===== src/rtl/pfx_pkg.sv =====
// Shared types, character codes and item classification for the postfix evaluator.
// No dependencies; imported by every module of the block.
`timescale 1ns / 1ps

package pfx_pkg;

  localparam int STACK_DEPTH_DEF = 64;
  localparam int VALUE_BITS_DEF  = 32;
  localparam int QUEUE_DEPTH     = 4;
  localparam int OUT_BITS        = 32;

  localparam logic [7:0] CH_ZERO  = 8'h30;  // '0'
  localparam logic [7:0] CH_NINE  = 8'h39;  // '9'
  localparam logic [7:0] CH_PLUS  = 8'h2B;  // '+'
  localparam logic [7:0] CH_MINUS = 8'h2D;  // '-'
  localparam logic [7:0] CH_STAR  = 8'h2A;  // '*'
  localparam logic [7:0] CH_SLASH = 8'h2F;  // '/'

  typedef enum logic [2:0] {
    K_NONE  = 3'd0,
    K_DIGIT = 3'd1,
    K_ADD   = 3'd2,
    K_SUB   = 3'd3,
    K_MUL   = 3'd4,
    K_DIV   = 3'd5
  } op_kind_t;

  typedef struct packed {
    logic [7:0] char_code;
    logic       last_char;
  } in_item_t;

  typedef struct packed {
    logic signed [OUT_BITS-1:0] final_value;
    logic                       div_by_zero_seen;
  } out_item_t;

  // decoded item as it travels from front to back
  typedef struct packed {
    op_kind_t   kind;
    logic [3:0] digit;
    logic       last;
  } op_t;

  function automatic op_t classify(input in_item_t it);
    op_t        o;
    logic [7:0] d;
    d       = it.char_code - CH_ZERO;
    o.kind  = K_NONE;
    o.digit = d[3:0];
    o.last  = it.last_char;
    if (it.char_code inside {[CH_ZERO:CH_NINE]}) begin
      o.kind = K_DIGIT;
    end else begin
      case (it.char_code)
        CH_PLUS:  o.kind = K_ADD;
        CH_MINUS: o.kind = K_SUB;
        CH_STAR:  o.kind = K_MUL;
        CH_SLASH: o.kind = K_DIV;
        default:  o.kind = K_NONE;
      endcase
    end
    return o;
  endfunction

endpackage


===== src/rtl/pfx_front.sv =====
// Front end: accepts input items, decodes each character and queues the decoded op.
// Depends on pfx_pkg.
`timescale 1ns / 1ps

module pfx_front
  import pfx_pkg::*;
(
  input  logic     clk,
  input  logic     rst_n,
  input  logic     in_push,
  input  in_item_t in_item,
  output logic     in_full,
  output logic     q_valid,
  output op_t      q_op,
  input  logic     q_pop
);

  localparam int PW = $clog2(QUEUE_DEPTH);
  localparam int CW = $clog2(QUEUE_DEPTH + 1);

  op_t           entry_r [QUEUE_DEPTH];
  logic [PW-1:0] wr_ptr_r, wr_ptr_nxt;
  logic [PW-1:0] rd_ptr_r, rd_ptr_nxt;
  logic [CW-1:0] fill_r, fill_nxt;
  logic          do_wr, do_rd;

  assign in_full = (fill_r == CW'(QUEUE_DEPTH));
  assign q_valid = (fill_r != '0);
  assign q_op    = entry_r[rd_ptr_r];
  assign do_wr   = in_push && !in_full;
  assign do_rd   = q_pop && q_valid;

  always_comb begin
    wr_ptr_nxt = do_wr ? wr_ptr_r + 1'b1 : wr_ptr_r;
    rd_ptr_nxt = do_rd ? rd_ptr_r + 1'b1 : rd_ptr_r;
    fill_nxt   = fill_r;
    if (do_wr && !do_rd) begin
      fill_nxt = fill_r + 1'b1;
    end else if (do_rd && !do_wr) begin
      fill_nxt = fill_r - 1'b1;
    end
  end

  always_ff @(posedge clk) begin
    if (!rst_n) begin
      wr_ptr_r <= '0;
      rd_ptr_r <= '0;
      fill_r   <= '0;
    end else begin
      wr_ptr_r <= wr_ptr_nxt;
      rd_ptr_r <= rd_ptr_nxt;
      fill_r   <= fill_nxt;
    end
  end

  always_ff @(posedge clk) begin
    if (do_wr) begin
      entry_r[wr_ptr_r] <= classify(in_item);
    end
  end

endmodule


===== src/rtl/pfx_md.sv =====
// Iterative multiply/divide unit: shift-add multiply, restoring signed divide,
// one bit per cycle. Depends on pfx_pkg.
`timescale 1ns / 1ps

module pfx_md
  import pfx_pkg::*;
#(
  parameter int VALUE_BITS = VALUE_BITS_DEF
)
(
  input  logic                  clk,
  input  logic                  rst_n,
  input  logic                  start,
  input  logic                  is_div,
  input  logic [VALUE_BITS-1:0] lhs,
  input  logic [VALUE_BITS-1:0] rhs,
  output logic                  done,
  output logic                  fault,
  output logic [VALUE_BITS-1:0] res
);

  localparam int W  = VALUE_BITS;
  localparam int NW = $clog2(W);

  typedef enum logic [2:0] {
    MD_IDLE = 3'b001,
    MD_RUN  = 3'b010,
    MD_FIX  = 3'b100
  } md_state_t;

  md_state_t     state_r, state_nxt;
  logic [W-1:0]  acc_r, acc_nxt;     // product, or partial remainder
  logic [W-1:0]  opa_r, opa_nxt;     // multiplicand, or dividend/quotient
  logic [W-1:0]  opb_r, opb_nxt;     // multiplier, or divisor
  logic [NW-1:0] cnt_r, cnt_nxt;
  logic          div_r, div_nxt;
  logic          neg_r, neg_nxt;
  logic          fault_r, fault_nxt;
  logic [W:0]    rem_sh, diff;
  logic [W-1:0]  lhs_mag, rhs_mag;

  assign lhs_mag = lhs[W-1] ? (~lhs + 1'b1) : lhs;
  assign rhs_mag = rhs[W-1] ? (~rhs + 1'b1) : rhs;
  assign rem_sh  = {acc_r, opa_r[W-1]};
  assign diff    = rem_sh - {1'b0, opb_r};

  assign done  = (state_r == MD_FIX);
  assign fault = fault_r;
  assign res   = !div_r ? acc_r : (neg_r ? (~opa_r + 1'b1) : opa_r);

  always_comb begin
    state_nxt = state_r;
    acc_nxt   = acc_r;
    opa_nxt   = opa_r;
    opb_nxt   = opb_r;
    cnt_nxt   = cnt_r;
    div_nxt   = div_r;
    neg_nxt   = neg_r;
    fault_nxt = fault_r;
    case (state_r)
      MD_IDLE: begin
        if (start) begin
          div_nxt   = is_div;
          acc_nxt   = '0;
          cnt_nxt   = NW'(W - 1);
          fault_nxt = 1'b0;
          neg_nxt   = 1'b0;
          if (!is_div) begin
            opa_nxt   = lhs;
            opb_nxt   = rhs;
            state_nxt = MD_RUN;
          end else if (rhs == '0) begin
            // divide by zero gives 0 and raises the fault
            opa_nxt   = '0;
            fault_nxt = 1'b1;
            state_nxt = MD_FIX;
          end else begin
            opa_nxt   = lhs_mag;
            opb_nxt   = rhs_mag;
            neg_nxt   = lhs[W-1] ^ rhs[W-1];
            state_nxt = MD_RUN;
          end
        end
      end
      MD_RUN: begin
        if (div_r) begin
          if (!diff[W]) begin
            acc_nxt = diff[W-1:0];
            opa_nxt = {opa_r[W-2:0], 1'b1};
          end else begin
            acc_nxt = rem_sh[W-1:0];
            opa_nxt = {opa_r[W-2:0], 1'b0};
          end
        end else begin
          if (opb_r[0]) begin
            acc_nxt = acc_r + opa_r;
          end
          opa_nxt = {opa_r[W-2:0], 1'b0};
          opb_nxt = {1'b0, opb_r[W-1:1]};
        end
        if (cnt_r == '0) begin
          state_nxt = MD_FIX;
        end else begin
          cnt_nxt = cnt_r - 1'b1;
        end
      end
      MD_FIX: begin
        state_nxt = MD_IDLE;
      end
      default: begin
        state_nxt = MD_IDLE;
      end
    endcase
  end

  always_ff @(posedge clk) begin
    if (!rst_n) begin
      state_r <= MD_IDLE;
      fault_r <= 1'b0;
    end else begin
      state_r <= state_nxt;
      fault_r <= fault_nxt;
    end
  end

  always_ff @(posedge clk) begin
    acc_r <= acc_nxt;
    opa_r <= opa_nxt;
    opb_r <= opb_nxt;
    cnt_r <= cnt_nxt;
    div_r <= div_nxt;
    neg_r <= neg_nxt;
  end

endmodule


===== src/rtl/pfx_back.sv =====
// Back end: operand stack memory, op sequencer and the result register.
// Depends on pfx_pkg and pfx_md.
`timescale 1ns / 1ps

module pfx_back
  import pfx_pkg::*;
#(
  parameter int STACK_DEPTH = STACK_DEPTH_DEF,
  parameter int VALUE_BITS  = VALUE_BITS_DEF
)
(
  input  logic      clk,
  input  logic      rst_n,
  input  logic      q_valid,
  input  op_t       q_op,
  output logic      q_pop,
  output logic      out_empty,
  input  logic      out_pop,
  output out_item_t out_item
);

  localparam int W  = VALUE_BITS;
  localparam int AW = $clog2(STACK_DEPTH);
  localparam int CW = $clog2(STACK_DEPTH + 1);

  typedef enum logic [7:0] {
    S_IDLE  = 8'b0000_0001,
    S_POP_R = 8'b0000_0010,
    S_POP_L = 8'b0000_0100,
    S_EXEC  = 8'b0000_1000,
    S_WAIT  = 8'b0001_0000,
    S_PUSH  = 8'b0010_0000,
    S_FIN   = 8'b0100_0000,
    S_FOUT  = 8'b1000_0000
  } back_state_t;

  back_state_t   state_r, state_nxt;
  logic [CW-1:0] cnt_r, cnt_nxt, cnt_dec;
  logic          flag_r, flag_nxt;
  op_t           op_r, op_nxt;
  logic          r_ok_r, r_ok_nxt;
  logic          l_ok_r, l_ok_nxt;
  logic          fin_ok_r, fin_ok_nxt;
  logic [W-1:0]  rhs_r, rhs_nxt;
  logic [W-1:0]  res_r, res_nxt;
  logic [W-1:0]  lhs;
  logic          out_valid_r, out_valid_nxt;
  out_item_t     out_item_r, out_item_nxt;

  logic [W-1:0]  stack_mem [STACK_DEPTH];
  logic [W-1:0]  mem_q_r;
  logic          rd_en, wr_en;
  logic [AW-1:0] rd_addr, wr_addr, top_addr;
  logic [W-1:0]  wr_data;

  logic          cnt_nz, cnt_full;
  logic          md_start, md_done, md_fault;
  logic [W-1:0]  md_res;

  assign cnt_nz    = (cnt_r != '0);
  assign cnt_full  = (cnt_r == CW'(STACK_DEPTH));
  assign cnt_dec   = cnt_r - 1'b1;
  assign top_addr  = cnt_dec[AW-1:0];
  assign lhs       = l_ok_r ? mem_q_r : '0;
  assign out_empty = !out_valid_r;
  assign out_item  = out_item_r;

  pfx_md #(
    .VALUE_BITS(VALUE_BITS)
  ) u_md (
    .clk   (clk),
    .rst_n (rst_n),
    .start (md_start),
    .is_div(op_r.kind == K_DIV),
    .lhs   (lhs),
    .rhs   (rhs_r),
    .done  (md_done),
    .fault (md_fault),
    .res   (md_res)
  );

  always_comb begin
    state_nxt     = state_r;
    cnt_nxt       = cnt_r;
    flag_nxt      = flag_r;
    op_nxt        = op_r;
    r_ok_nxt      = r_ok_r;
    l_ok_nxt      = l_ok_r;
    fin_ok_nxt    = fin_ok_r;
    rhs_nxt       = rhs_r;
    res_nxt       = res_r;
    out_item_nxt  = out_item_r;
    out_valid_nxt = out_valid_r && !out_pop;
    q_pop         = 1'b0;
    md_start      = 1'b0;
    rd_en         = 1'b0;
    rd_addr       = top_addr;
    wr_en         = 1'b0;
    wr_addr       = cnt_r[AW-1:0];
    wr_data       = res_r;

    case (state_r)
      S_IDLE: begin
        if (q_valid) begin
          q_pop  = 1'b1;
          op_nxt = q_op;
          case (q_op.kind)
            K_DIGIT: begin
              wr_data = W'(q_op.digit);
              if (!cnt_full) begin
                wr_en   = 1'b1;
                cnt_nxt = cnt_r + 1'b1;
              end
              state_nxt = q_op.last ? S_FIN : S_IDLE;
            end
            K_ADD, K_SUB, K_MUL, K_DIV: begin
              state_nxt = S_POP_R;
            end
            default: begin
              state_nxt = q_op.last ? S_FIN : S_IDLE;
            end
          endcase
        end
      end
      S_POP_R: begin
        rd_en    = 1'b1;
        r_ok_nxt = cnt_nz;
        if (cnt_nz) begin
          cnt_nxt = cnt_dec;
        end
        state_nxt = S_POP_L;
      end
      S_POP_L: begin
        rhs_nxt  = r_ok_r ? mem_q_r : '0;
        rd_en    = 1'b1;
        l_ok_nxt = cnt_nz;
        if (cnt_nz) begin
          cnt_nxt = cnt_dec;
        end
        state_nxt = S_EXEC;
      end
      S_EXEC: begin
        case (op_r.kind)
          K_ADD: begin
            res_nxt   = lhs + rhs_r;
            state_nxt = S_PUSH;
          end
          K_SUB: begin
            res_nxt   = lhs - rhs_r;
            state_nxt = S_PUSH;
          end
          default: begin
            md_start  = 1'b1;
            state_nxt = S_WAIT;
          end
        endcase
      end
      S_WAIT: begin
        if (md_done) begin
          res_nxt   = md_res;
          flag_nxt  = flag_r || md_fault;
          state_nxt = S_PUSH;
        end
      end
      S_PUSH: begin
        if (!cnt_full) begin
          wr_en   = 1'b1;
          cnt_nxt = cnt_r + 1'b1;
        end
        state_nxt = op_r.last ? S_FIN : S_IDLE;
      end
      S_FIN: begin
        rd_en      = 1'b1;
        fin_ok_nxt = cnt_nz;
        state_nxt  = S_FOUT;
      end
      S_FOUT: begin
        // wait for the result register to drain, then emit and clear the stack
        if (!out_valid_r) begin
          out_valid_nxt                 = 1'b1;
          out_item_nxt.final_value      = fin_ok_r ? OUT_BITS'($signed(mem_q_r)) : '0;
          out_item_nxt.div_by_zero_seen = flag_r;
          cnt_nxt                       = '0;
          flag_nxt                      = 1'b0;
          state_nxt                     = S_IDLE;
        end
      end
      default: begin
        state_nxt = S_IDLE;
      end
    endcase
  end

  always_ff @(posedge clk) begin
    if (!rst_n) begin
      state_r     <= S_IDLE;
      cnt_r       <= '0;
      flag_r      <= 1'b0;
      out_valid_r <= 1'b0;
    end else begin
      state_r     <= state_nxt;
      cnt_r       <= cnt_nxt;
      flag_r      <= flag_nxt;
      out_valid_r <= out_valid_nxt;
    end
  end

  always_ff @(posedge clk) begin
    op_r       <= op_nxt;
    r_ok_r     <= r_ok_nxt;
    l_ok_r     <= l_ok_nxt;
    fin_ok_r   <= fin_ok_nxt;
    rhs_r      <= rhs_nxt;
    res_r      <= res_nxt;
    out_item_r <= out_item_nxt;
  end

  always_ff @(posedge clk) begin
    if (wr_en) begin
      stack_mem[wr_addr] <= wr_data;
    end
    if (rd_en) begin
      mem_q_r <= stack_mem[rd_addr];
    end
  end

endmodule


===== src/rtl/postfix_expression_evaluator_unit.sv =====
// An accepted item is registered in the queue before the back end pops it. Digits and
// ignored characters finish on the pop; + and - pass POP_R, POP_L, EXEC and PUSH;
// * and / also wait on the one-bit-per-cycle md unit; a zero divisor skips its loop.
// A last character adds FIN and FOUT, plus any wait for the result register to drain.
// Input queue of 4 decoded items lets the front keep accepting while the back works.
// Reset (rst_n low, synchronous): queue, stack count, fault flag and result cleared.
`timescale 1ns / 1ps

module postfix_expression_evaluator_unit
  import pfx_pkg::*;
#(
  parameter int STACK_DEPTH = STACK_DEPTH_DEF,
  parameter int VALUE_BITS  = VALUE_BITS_DEF
)
(
  input  logic      clk,
  input  logic      rst_n,
  input  logic      in_push,
  input  in_item_t  in_item,
  output logic      in_full,
  output logic      out_empty,
  input  logic      out_pop,
  output out_item_t out_item
);

  logic q_valid;
  logic q_pop;
  op_t  q_op;

  pfx_front u_front (
    .clk    (clk),
    .rst_n  (rst_n),
    .in_push(in_push),
    .in_item(in_item),
    .in_full(in_full),
    .q_valid(q_valid),
    .q_op   (q_op),
    .q_pop  (q_pop)
  );

  pfx_back #(
    .STACK_DEPTH(STACK_DEPTH),
    .VALUE_BITS (VALUE_BITS)
  ) u_back (
    .clk      (clk),
    .rst_n    (rst_n),
    .q_valid  (q_valid),
    .q_op     (q_op),
    .q_pop    (q_pop),
    .out_empty(out_empty),
    .out_pop  (out_pop),
    .out_item (out_item)
  );

endmodule


===== config.mk =====
export PLATFORM = sky130hd
export DESIGN_NAME = postfix_expression_evaluator_unit
export DESIGN_NICKNAME = d
export VERILOG_FILES = /design/src/rtl/pfx_pkg.sv /design/src/rtl/pfx_front.sv /design/src/rtl/pfx_md.sv /design/src/rtl/pfx_back.sv /design/src/rtl/postfix_expression_evaluator_unit.sv
export SDC_FILE = /design/constraint.sdc
export NUM_CORES = 2
export LEC_CHECK = 0
export BUFFER_PORTS_ARGS = -buffer_cell sky130_fd_sc_hd__buf_4
export CAP_MARGIN = 5
export CORE_ASPECT_RATIO = 0.8
export CORE_UTILIZATION = 40
export CTS_CLUSTER_DIAMETER = 200
export DETAILED_ROUTE_END_ITERATION = 16
export PLACE_DENSITY = 0.66
export SLEW_MARGIN = 10
export SYNTH_ARGS = -nofsm -noshare
export SYNTH_HDL_FRONTEND = slang
export SYNTH_SLANG_ARGS = --single-unit

===== constraint.sdc =====
create_clock -name clk -period 6.42 [get_ports clk]
set_input_delay 0.963 -clock clk [delete_from_list [all_inputs] [get_ports clk]]
set_output_delay 0.963 -clock clk [all_outputs]
set_load 0.01 [all_outputs]

# == Yosys cells after proc, flatten, opt, wreduce, memory -nomap -nowiden ==
# Memories as Yosys holds them, arrays and structs flattened. A register that Yosys moved wholly into a read port is not among the register bits.
# Cells that the tools add are included.
# op_classes
n_addsub,15
order_cmp,2
eq_ne,37
n_mux,76
n_bitwise,6
reduce_logical,38
# ops
operator,n
$mux 32,20
$pmux 32 s2,5
$add 32x1->32 const B,3
$not 32->32,3
$add 32x32->32,2
$pmux 8 s8,1
$mux 7,7
$eq 8x6->1 const B,5
$sub 33x32->33,1
$logic_not 32->1,1
$mux 8,4
$sub 32x32->32,1
$pmux 7 s4,1
$mux 3,8
$mux 1,20
$eq 3x2->1 const B,5
$eq 3x3->1 const B,5
$reduce_and 3->1,5
$ne 2x2->1 const B,6
$pmux 3 s4,1
$mux 5,2
$pmux 5 s2,1
$reduce_and 2->1,5
$eq 8x1->1 const B,1
other kinds (39),61
# word_totals
regBits,235
mem_bits_rw,2080
in_bits,13
out_inout_bits,35
n_memories,2
# memory_table
name,depth,word_bits,read_ports,rd_ports_with_merged_regs,write_ports,line,text
u_back.stack_mem,64,32,1,1,1,pfx_back.sv:50,logic [W-1:0] stack_mem [STACK_DEPTH];
u_front.entry_r,4,8,1,1,1,pfx_front.sv:21,op_t entry_r [QUEUE_DEPTH];

# == Depth between registers and ports, before layout ==
# logic_depth
depth_word,8
depth_mapped,22
depth_no_buf,22

# == Modules after synthesis ==
# From an unflattened synthesis, not the netlist that was laid out.
# unflattened
cells_unflattened,5241
area_unflattened_um2,98949.9
# modules_own_cells
module,instances,cells_per_inst,area_per_inst_um2,seq_area_each_um2
pfx_back,1,3836,86539.2,65923.2
pfx_md,1,1305,10695.3,3173.0
pfx_front,1,100,1715.4,1141.1

# == Worst setup path before layout ==
# OpenSTA, ideal clock, no wires.
# synth_path
path_type,register to register
startpoint,register u_back.cnt_r[0]
endpoint,"memory u_back.stack_mem[14][0] (netlist name), enable pin"
setup_ns,0.502
arrival_time_ns,5.689
setup_slack_ns,0.229
stages_incl_launch_ff,11
n_path_buf,4
synth_period_minus_slack_ns,6.191
path_cell_list,dfxtp_1 clkbuf_1 clkbuf_1 clkbuf_1 clkbuf_1 inv_1 ha_1 nand3_1 a21boi_1 nand2_1 nor4_1
# synth_between
elab_chain_len,7
# synth_lines
item,line,text
start: declaration,pfx_back.sv:38,"logic [CW-1:0] cnt_r, cnt_nxt, cnt_dec;"
start signal: assignment,pfx_back.sv:202,cnt_r <= cnt_nxt;
$eq 7x7->1,pfx_back.sv:61,assign cnt_full = (cnt_r == CW'(STACK_DEPTH));
$mux 1,"pfx_back.sv:110, pfx_back.sv:166",
$mux 1,pfx_back.sv:107,case (q_op.kind)
$mux 1,pfx_back.sv:104,if (q_valid) begin
$pmux 1 s2,pfx_back.sv:102,case (state_r)
$mux 1,pfx_back.sv:219,if (wr_en) begin
$mux 1 (implied by the code),pfx_back.sv:220,stack_mem[wr_addr] <= wr_data;
end: declaration,pfx_back.sv:50,
# Several ways; a longest one is shown, not always the timed one.

# == Worst setup path after layout ==
# layout_path
startpoint,register u_back.rhs_r[0]
endpoint,"register u_back.res_r[30], data pin"
# layout_between
elab_chain_len,3
word_cells_on_any_way,4
cone_classes,add/sub (2); mux (2)
# layout_lines
item,line,text
start: declaration,pfx_back.sv:44,"logic [W-1:0] rhs_r, rhs_nxt;"
start signal: assignment,pfx_back.sv:213,rhs_r <= rhs_nxt;
$sub 32x32->32 / $add 32x32->32 (equally long branches),"pfx_back.sv:149, pfx_back.sv:145",
$pmux 32 s2 (*),pfx_back.sv:143,case (op_r.kind)
$pmux 32 s2 (*),pfx_back.sv:102,
via u_back.res_nxt[30],pfx_back.sv:45,"logic [W-1:0] res_r, res_nxt;"
end signal: assignment,pfx_back.sv:214,res_r <= res_nxt;
end: declaration,pfx_back.sv:45,
# Mark *: on every way through the listed nets, which the timed path passes. The rest lies on a longest branch.
# A chain may end at the register's enable or synchronous reset.

==> out/metrics.cfg <==
[drt]
wirelength_mm = 259
viasPerCell = 5.90
wl_per_cell_um = 29.6
drc = 0
first_pass_iters = 8
drt_iter0_drc = 7255
antenna_left = 0
vias = 51500

[synth]
synthArstFlopShare = 0
synth_edf_count = 2319
syn_area_per_cell_um2 = 19.2
syn_nets = 5232
synth-seq-cells = 2349
synth_cell_type_count = 78
synth_area_um2 = 98100
synth-seq-area-share = 0.716
synthFlopType = edfxtp_1
postSynthCellCount = 5108
yosys_warnings = 0

[power_and_ir_drop]
p_sw_frac = 0.316
internal-power_uw = 30300
power_leakage_uw = 0.0340
p_sw_uw = 14000
ir_drop_uv = 563
clkPwrFrac = 0.283
powerDensity_nw_per_um2 = 402
p_seq_frac = 0.399
combPwrFrac = 0.318

[worst_setup_path]
critical_path_arrival_ps = 6630
path_class = reg -> reg
cp_max_fo = 7
required_ps = 6970
start_kind = flip-flop
cp-end-kind = flip-flop

[floorplanning]
fp.dieW_um = 556
num_rows = 162
die_area_um2 = 247000
die_h_um = 445
start_util = 0.402
coreArea_um2 = 244000
io_pins = 48

[finish]
area_growth_pct = 12.4
n_fill_cell = 20500
fin_cells = 8723
final_common_cell = edfxtp_1
layout_common_cells = edfxtp_1, mux4_2, nand2_1, clkbuf_16, buf_4
drive_gt1_frac = 0.241
fin_util = 0.452
fin_nets = 5400

[global_route]
antenna_found_initial = 33
grt_pass1_vias = 50000
grt_max_degree = 109
globalRoute.totalOverflow = 0
track_usage = 0.208
grt_pass1_wl_mm = 369

[sta]
hold_viol = 0
setup_viol = 0
setup-tns-final_ps = 0
rsz0062_at_grt = no
whs_ps = 306
clock.fmax_mhz = 165
slew_headroom = 0.0940
drv_slew = 0
fin_worst_skew_ps = 59.3
finalCritPeriodShare = 0.947
tightest_slew_ps = 1350
period_minus_slack_ps = 6080

[clock_network]
cts_resized = 0
ctsHtreeMaxLevel = 4
cts_buffers = 217
cts_root_buffer = clkbuf_16
path_clk_slew_ps = 70
clockBufferDepth = 4
clock-sinks = 2349
cts_tree = done
cts_setup_buffers = 0
clkLatencyLatePin_ps = 880
cts_hold_buf = 0

[place]
portBuffers = 47
dp_cells = 8337
place.gp.congestion = 0.909
hpwlAfterDp_mm = 156

[flow_run]
cap_violations = 0

[hold_path]
hold_path.class = in -> reg

[status]
status = complete, no violations

-- worst max-delay path, stage by stage (launching register included) --
cell	delay, ps
edfxtp_1	460
inv_1	110
ha_1	190
or3b_2	500
nor3_1	400
nand2_1	280
nor3_1	540
nand2_1	190
nor3_1	300
nor3b_1	320
nor2_1	100
xnor2_1	140
ha_1	440
nand3_1	100
a2111oi_0	1000
or2_2	310
a211oi_1	110
mux2i_1	170
a31oi_1	110
-- state kept, by name, indices dropped and copies added, names as in the netlist, 3 cells and up, named ones only --
register / flops
u_back.stack_mem: 2048
u_back.out_item: 33
u_back.mem_q_r: 32
u_back.res_r: 32
u_back.rhs_r: 32
u_back.u_md.acc_r: 32
u_back.u_md.opa_r: 32
u_back.u_md.opb_r: 32
u_front.entry_r: 32
u_back.state_r: 8
u_back.cnt_r: 7
u_back.u_md.cnt_r: 5
u_back.op_r: 4
u_back.u_md.state_r: 3
u_front.fill_r: 3
-- cell families (layout without fill, tap and decap cells) --
group	count (synthesis)	after routing	share of synthesized area
AO/OA/AOI/OAI	568	568	0.0370
XOR/XNOR	206	206	0.0184
adder cells (fa/ha/maj)	111	111	0.0145
buffers and inverters	338	669	0.0131
flip-flops	2349	2349	0.716
multiplexers	716	716	0.160
other	0	4	0
AND/OR/NAND/NOR	820	820	0.0406
-- routing by layer --
| layer | vias up | global-route usage | share of wire |
|---|---|---|---|
| met1 | 27400 | 0.313 | 0.43 |
| met3 | 312 | 0.0527 | 0.11 |
| met4 | 10 | 0.0438 | 0.019 |
| met2 | 2538 | 0.304 | 0.44 |
| met5 | - | 0 | 0.00027 |
| li1 | 21200 | - | - |
-- final timing paths --
path | start | to | slack [ps] | cells past startpoint
setup reg to reg | u_back.rhs_r[0] | u_back.res_r[30] | 340 | 18
hold reg to reg | u_back.u_md.fault | u_back.u_md.fault | 490 | 2
setup / recovery | u_back.rhs_r[0] | u_back.res_r[30] | 340 | 18
hold / removal | in_item[0] | u_front.entry_r[1][0] | 310 | 1
-- stage by stage --
stage,total power (uW),setup WS [ps],cell area (um2)
2_1_floorplan,26600,229,98100
3_3_place_gp,32100,788,104000
3_5_place_dp,32100,760,104000
4_1_cts,44500,676,110000
5_1_grt,45700,99.3,110000
6_report,44300,341,110000
-- cell type report --
type	count	area, um2	share of cell area
diodes	4	10.0	0.0000908
clock inverters	110	980	0.00889
clock buffers	272	5700	0.0517
well taps	3280	4100	0.0372
repair buffers	202	1690	0.0154
flip-flops and latches	2349	70200	0.637
inverters	85	319	0.00290
multi-input cells	2421	27100	0.246
-- power groups by stage --
stage | Sequential [uW] | Clock [uW] | Combinational [uW]
floorplan | 17900 | 0 | 8730
global placement | 18000 | 0 | 14000
detailed placement | 18000 | 0 | 14100
CTS | 17700 | 12700 | 14100
global route | 17700 | 13200 | 14800
finish | 17700 | 12500 | 14100
-- cells in the mapped netlist (9+ instances only) --
cell type	count	area, um2
edfxtp_1	2319	69600
mux4_2	680	15300
nand2_1	247	927
nor2_1	213	800
clkbuf_1	190	713
o21ai_0	162	811
and2_1	131	820
a21oi_1	127	636
ha_1	107	1340
xnor2_1	105	920
xor2_1	101	885
inv_1	84	315
buf_1	51	191
a21o_1	48	360
nor3_1	46	230
o211ai_1	37	278
o31ai_1	33	248
dfxtp_1	30	601
nor2b_1	28	175
mux2i_1	25	250
a31oi_1	24	150
nand3_1	24	120
and3_1	23	144
a211oi_1	19	143
nand4_1	18	113
o21a_1	17	128
o41ai_1	16	140
or3_1	16	100
nand2b_1	14	87.6
nand3b_1	14	105
o22ai_1	13	81.3
mux2_2	11	124
buf_2	10	50.1
nor3b_1	9	67.6
nor4_1	9	56.3
No activity file was read; power rests on OpenSTA's default activity.
